===== src/sv/pbfs_pkg.sv =====
// Types and constants of the piece block to file segment mapper.
package pbfs_pkg;

	localparam int SIZE_W  = 36;
	localparam int TOTAL_W = 40;
	localparam int ADDR_W  = 50;
	localparam int CFG_W   = 25;
	localparam int PL_W    = 25;
	localparam int FC_W    = 5;
	localparam int LEN_W   = 24;

	localparam logic REG_PIECE_LENGTH = 1'b0;
	localparam logic REG_FILE_COUNT   = 1'b1;

	localparam logic KIND_LOAD    = 1'b0;
	localparam logic KIND_REQUEST = 1'b1;

	typedef struct packed {
		logic              kind;
		logic [3:0]        entry_index;
		logic [SIZE_W-1:0] entry_size;
		logic              access_op;
		logic [LEN_W-1:0]  piece_number;
		logic [LEN_W-1:0]  begin_offset;
		logic [LEN_W-1:0]  block_length;
	} in_t;

	typedef struct packed {
		logic [3:0]        seg_file;
		logic [SIZE_W-1:0] seg_file_offset;
		logic [LEN_W-1:0]  seg_length;
		logic [LEN_W-1:0]  seg_buffer_offset;
		logic              seg_op;
		logic              seg_last;
		logic              seg_error;
	} out_t;

	// Write of one size entry into the cell row.
	typedef struct packed {
		logic              we;
		logic [3:0]        index;
		logic [SIZE_W-1:0] size;
	} load_t;

	typedef enum logic [4:0] {
		ST_IDLE  = 5'b00001,
		ST_MUL   = 5'b00010,
		ST_ADD   = 5'b00100,
		ST_CHECK = 5'b01000,
		ST_WALK  = 5'b10000
	} state_t;

endpackage


===== src/sv/pbfs_cell.sv =====
// One cell of the row: holds a file size and the stream end of its file.
module pbfs_cell #(
	parameter int INDEX = 0,
	parameter int POS_W = 40
) (
	input  logic               clk,
	input  logic               arst_n,
	input  pbfs_pkg::load_t    load,
	input  logic               in_use,
	input  logic [POS_W-1:0]   prev_end,
	output logic [POS_W-1:0]   cell_end
);

	logic [pbfs_pkg::SIZE_W-1:0] size_q;
	logic [POS_W-1:0]            end_q;

	always_ff @(posedge clk or negedge arst_n) begin
		if (!arst_n) begin
			size_q <= '0;
			end_q  <= '0;
		end else begin
			if (load.we && (32'(load.index) == INDEX)) begin
				size_q <= load.size;
			end
			// unused files add nothing, so the last cell carries the total
			end_q <= prev_end + (in_use ? POS_W'(size_q) : '0);
		end
	end

	assign cell_end = end_q;

endmodule


===== src/sv/pbfs_chain.sv =====
// Row of size cells that ripples the running stream end from cell to cell.
module pbfs_chain #(
	parameter int MAX_FILES = 16,
	parameter int POS_W     = 40,
	parameter int CNT_W     = 5
) (
	input  logic                             clk,
	input  logic                             arst_n,
	input  pbfs_pkg::load_t                  load,
	input  logic [CNT_W-1:0]                 files_used,
	output logic [MAX_FILES-1:0][POS_W-1:0]  cell_end
);

	for (genvar i = 0; i < MAX_FILES; i++) begin : g_cell
		logic [POS_W-1:0] prev;
		if (i == 0) begin : g_first
			assign prev = '0;
		end else begin : g_next
			assign prev = cell_end[i-1];
		end

		pbfs_cell #(
			.INDEX (i),
			.POS_W (POS_W)
		) u_cell (
			.clk      (clk),
			.arst_n   (arst_n),
			.load     (load),
			.in_use   (CNT_W'(i) < files_used),
			.prev_end (prev),
			.cell_end (cell_end[i])
		);
	end

endmodule


===== config.mk =====
export PLATFORM = sky130hd
export DESIGN_NAME = pbfs_chain
export DESIGN_NICKNAME = d
export VERILOG_FILES = /design/src/sv/pbfs_pkg.sv /design/src/sv/pbfs_cell.sv /design/src/sv/pbfs_chain.sv
export SDC_FILE = /design/constraint.sdc
export NUM_CORES = 2
export LEC_CHECK = 0
export ABC_AREA = 1
export BUFFER_PORTS_ARGS = -buffer_cell sky130_fd_sc_hd__buf_2
export CORE_ASPECT_RATIO = 1.4
export CORE_MARGIN = 2
export CORE_UTILIZATION = 62
export CTS_CLUSTER_SIZE = 12
export DETAILED_ROUTE_END_ITERATION = 7
export PLACE_DENSITY_LB_ADDON = 0.05
export SYNTH_ARGS = -nofsm -noshare
export SYNTH_HDL_FRONTEND = slang
export SYNTH_SLANG_ARGS = --single-unit

===== constraint.sdc =====
create_clock -name clk -period 2.2 [get_ports clk]
set_input_delay 0.44 -clock clk [delete_from_list [all_inputs] [get_ports clk]]
set_output_delay 0.44 -clock clk [all_outputs]
set_load 0.1 [all_outputs]

==> run_results.csv, run 1 <==
group,metric,value,unit
status,status,"did not finish",
status,stop_stage,"5_1_grt",
status,run.stop_error,"[ERROR GRT-0232] Routing congestion too high. Check the congestion heatmap in the GUI.",
floorplan,pin_count,688,
clock_tree,clock_path_buffers,3,
global_routing,globalRouteTotalUtil,68.0,%
placed_design,hpwlAfterDp,264000,um
floorplan,floorplan.die.height,435,um
clock_tree,clockRootBuffer,"sky130_fd_sc_hd__clkbuf_16",
yosys,number_of_flops_mapped_to_enable_cells_by_yosys,0,
placed_design,detailedPlace.worstSlack,-1080,ps
sta,worst_path_end_type,"sequential cell input",
placed_design,portBuffers,677,
placed_design,globalplace.congestion,1.11,
floorplan,start_util,62.4,%
yosys,gate_count_after_technology_mapping,12500,
yosys,yosysUniqueCellTypes,45,
clock_tree,numCtsBuffers,131,
yosys,synth_seq_cells,1206,
yosys,synth-main-ff-cell,"sky130_fd_sc_hd__dfrtp_1",
global_routing,grt_overflow_total,90,
clock_tree,cts.sink_count,1206,
sta,grt-worst-endpoint,"g_cell[10].u_cell.cell_end[34]$_DFF_PN0_/D",
clock_tree,htree_num_levels,4,
yosys,post_syn_area,82300,um^2
placed_design,detailed_place.area,101000,um^2
yosys,syn_avg_cell_area,6.58,um^2
yosys,yosys_warnings,0,
yosys,proportion_of_register_bits_with_asynchronous_set_or_reset_after_synthesis,100,%
floorplan,rows,158,
floorplan,floorplan.die.width,312,um
yosys,synth_seq_area_share,36.6,%
global_routing,grt_start_max_net_pins,82,
timing repair:
item                                    4_1_cts
resized for setup                           601
pin swaps                                   105
buffers inserted                             40
hold buffers                                  2
gates cloned                                 16
endpoints found under the setup margin      408
endpoints found under the hold margin       540
synthesized netlist by cell type (all sizes together) (2+ instances only):
master  number  area, um^2
a21boi       2        15.0
a21oi      458        2290
a31oi       55         350
and2         7        43.8
buf         99         544
clkbuf      77         289
dfrtp     1206       30200
fa          15         300
ha         540        6760
inv       2435        9140
nand2     4464       16800
nand2b      24         150
nand3      476        2400
nand3b      15         113
nand4       11        68.8
nor2      1303        4940
nor3       191         956
o21ai      788        3960
o21bai      22         176
or2          5        31.3
xnor2       69         604
xor2       251        2200
routing by layer:
layer  overflow  track usage [%]
met5          0             22.6
met4         49             69.3
met3          0             46.6
met2         38             89.4
met1          3             66.9
through the flow:
stage               hold WS (ps)  instances  TNS [ps]
floorplan                    144      12500    -76700
global placement             382      16300   -366790
CTS                         3.59      16600      -946
detailed placement           379      16300   -399740
kinds of logic after synthesis:
kind of cell	after synthesis	share of synthesized area (%)
compound gates	1329	8.31
xor+xnor	320	3.40
fa+ha+maj	555	8.57
buf+inv	2611	12.1
flops	1206	36.6
other cells	1	0.00455
simple gates	6498	31.0
==> run 2: changes to the inputs <==
CORE_ASPECT_RATIO = default   (was 1.4)
CORE_UTILIZATION = 40   (was 62)
CTS_CLUSTER_SIZE = default   (was 12)
PLACE_DENSITY_LB_ADDON = 0.15   (was 0.05)
==> run_results.csv, run 2 <==
group,metric,value,unit
status,status,"finished, violations left",
status,failed_checks,"setup timing",
detailed_routing,drt_first_iter_violations,7266,
setup_path,cp.required,2900,ps
detailed_routing,postRouteWirelength,373000,um
yosys,post_syn_area,82300,um^2
detailed_routing,drcViolationCount,0,
floorplan,floorplan.die.height,458,um
sta,finalSetupTns,-199,ps
placed_design,portBuffers,677,
yosys,synth_largest_type_area_fraction,36.6,%
yosys,yosysUniqueCellTypes,45,
sta,hold_fails_final_rpt,0,
sta,rsz_0062_raised_after_global_routing,"yes",
yosys,proportion_of_register_bits_with_asynchronous_set_or_reset_after_synthesis,100,%
global_routing,grt_pass1_vias,83700,
placed_design,detailed_place.area,103000,um^2
final_layout,largest_register_ffs,630,
sta,hold_ws,74.4,ps
job,cap_viol_max_count,0,
yosys,synth_seq_area_share,36.6,%
detailed_routing,wl_per_cell,20.9,um
clock_tree,cts_tree,"built",
floorplan,rows,166,
floorplan,start_util,40.3,%
final_layout,areaGrowthSynthToFinish,41.0,%
clock_tree,worstSkewPairLatency,820,ps
detailed_routing,drt_via_density,4.93,
yosys,post_synth_most_frequent_cells,"4461 x sky130_fd_sc_hd__nand2_1, 2428 x sky130_fd_sc_hd__inv_1, 1293 x sky130_fd_sc_hd__nor2_1, 1206 x sky130_fd_sc_hd__dfrtp_1, 773 x sky130_fd_sc_hd__o21ai_0",
sta,finalWorstSetupSlack,-46.8,ps
clock_tree,numCtsBuffers,147,
clock_tree,path_clk_slew,60,ps
final_layout,fin_nets,15600,
yosys,synthDominantAreaCellType,"sky130_fd_sc_hd__dfrtp_1",
placed_design,hpwlAfterDp,301000,um
global_routing,grt_start_max_net_pins,77,
final_layout,finalCoreUtilization,56.7,%
sta,slew_headroom,36.4,%
yosys,gate_count_after_technology_mapping,12500,
final_layout,final_instance_area,116000,um^2
final_layout,fillerInstances,20200,
final_layout,layout.cells.most_common_list,"4010 x sky130_fd_sc_hd__nand2_1, 2381 x sky130_fd_sc_hd__inv_1, 1991 x sky130_fd_sc_hd__buf_4",
setup_path,critPathKind,"primary input to flop",
sta,timing.final.crit_period,2250,ps
detailed_routing,detail_route.first_pass.iterations,8,
global_routing,grt_overflow_total,0,
sta,max_freq,0.445,GHz
clock_tree,clock_path_buffers,3,
yosys,number_of_flops_mapped_to_enable_cells_by_yosys,0,
final_layout,post_route_cells_drive_above_1_share,27.4,%
clock_tree,clockRootBuffer,"sky130_fd_sc_hd__clkbuf_16",
yosys,syn_avg_cell_area,6.58,um^2
floorplan,die-area,210000,um^2
final_layout,leading_cell_type_in_the_layout_fill_and_taps_excluded,"sky130_fd_sc_hd__nand2_1",
detailed_routing,detailroute.via_count,87800,
global_routing,antenna_violations_before_repair,43,
yosys,synth-main-ff-cell,"sky130_fd_sc_hd__dfrtp_1",
yosys,yosys-top-cells-area,"sky130_fd_sc_hd__dfrtp_1 37%, sky130_fd_sc_hd__nand2_1 20%, sky130_fd_sc_hd__inv_1 11%",
clock_tree,htree_num_levels,4,
clock_tree,cts.sink_count,1206,
detailed_routing,drt.antenna.violating_nets,0,
yosys,synthMostInstantiatedCell,"sky130_fd_sc_hd__nand2_1",
setup_path,critPathCaptureType,"flop",
floorplan,pin_count,688,
setup_path,worst-path-max-fanout,7,
sta,finalSetupViolCount,18,
sta,timing_worst_slew_pin_value,952,ps
placed_design,globalplace.congestion,0.995,
global_routing,grt_pass1_wl,534000,um
floorplan,coreArea,205000,um^2
floorplan,floorplan.die.width,458,um
setup_path,cp.arrival,2950,ps
sta,timing.final.max_slew_violations,0,
sta,final.period_utilization,102,%
global_routing,globalRouteTotalUtil,34.3,%
sta,timing.clock.skew,26.6,ps
yosys,synth_seq_cells,1206,
worst_hold_path,hold_path.class,"primary input to flop",
setup_path,worstSetupStartpointType,"primary input",
yosys,yosys_warnings,0,
[run 2: routing by layer]
metal | global-route usage (%) | wire length [um] | part of all wire [%] | up-vias
li1 | - | - | - | 43100
met4 | 15.5 | 19300 | 5.2 | 6
met2 | 55.8 | 172000 | 46 | 2795
met5 | 0 | 47 | 0.013 | -
met3 | 4.65 | 23900 | 6.4 | 630
met1 | 45.5 | 158000 | 42 | 41300
[run 2: kinds of logic after synthesis]
logic type | count (synthesis) | share of synthesized area, %
simple gates | 6498 | 31.0
compound gates | 1329 | 8.31
fa+ha+maj | 555 | 8.57
flops | 1206 | 36.6
other cells | 1 | 0.00455
buf+inv | 2611 | 12.1
xor+xnor | 320 | 3.40
[run 2: worst paths after layout]
kind	from	to	slack [ps]	cells past startpoint
max in group asynchronous	arst_n	g_cell[5].u_cell.size_q[10]	1000	4
min in group asynchronous	arst_n	g_cell[14].u_cell.size_q[30]	250	2
min reg2reg	g_cell[0].u_cell.size_q[25]	g_cell[0].u_cell.cell_end[25]	460	2
max reg2reg	g_cell[1].u_cell.size_q[14]	g_cell[1].u_cell.cell_end[35]	30	12
max	files_used[3]	g_cell[12].u_cell.cell_end[20]	-50	18
min	load[9]	g_cell[14].u_cell.size_q[9]	70	3
[run 2: critical path, stage by stage]
cell and delay [ps]:
sky130_fd_sc_hd__buf_12 110, sky130_fd_sc_hd__nor2_4 190, sky130_fd_sc_hd__inv_4 60, sky130_fd_sc_hd__buf_8 150, sky130_fd_sc_hd__nand2_4 80, sky130_fd_sc_hd__o21bai_4 130
sky130_fd_sc_hd__buf_12 180, sky130_fd_sc_hd__buf_8 120, sky130_fd_sc_hd__nor2_4 30, sky130_fd_sc_hd__ha_4 160, sky130_fd_sc_hd__fa_2 370, sky130_fd_sc_hd__nand3_2 100
sky130_fd_sc_hd__nand3_4 100, sky130_fd_sc_hd__buf_6 130, sky130_fd_sc_hd__nand3b_1 140, sky130_fd_sc_hd__nand3_4 150, sky130_fd_sc_hd__buf_6 150, sky130_fd_sc_hd__xor2_1 130
[run 2: layout make-up]
class                   count  area (um^2)  area share [%]
clock buffers             202         4230            3.64
clock inverters            71          906           0.780
inverters                2435         9170            7.90
diodes                     29         72.6          0.0625
multi-input cells        8713        48500            41.8
flip-flops and latches   1206        30200            26.0
repair buffers           2482        19600            16.9
well taps                2688         3360            2.90
[run 2: metrics by stage]
step                      instances  setup slack [ps]
after detailed placement      17400             -1130
after CTS                     17700             -17.1
final                         17800             -46.8
after global routing          17800              -153
after floorplan               12500              -393
after global placement        17400             -1150
[run 2: timing repair]
item                                    4_1_cts  5_1_grt
gates resized for setup                     615     1340
endpoints found under the setup margin      609      369
pin swaps                                    30      304
gates cloned                                  5       16
buffers inserted                             14       99
hold buffers                                  5        0
hold endpoints to repair                     29        0
Power of run 2 is not shown: default switching activity piles up to over one toggle a cycle in this logic, so the estimate is an artifact.
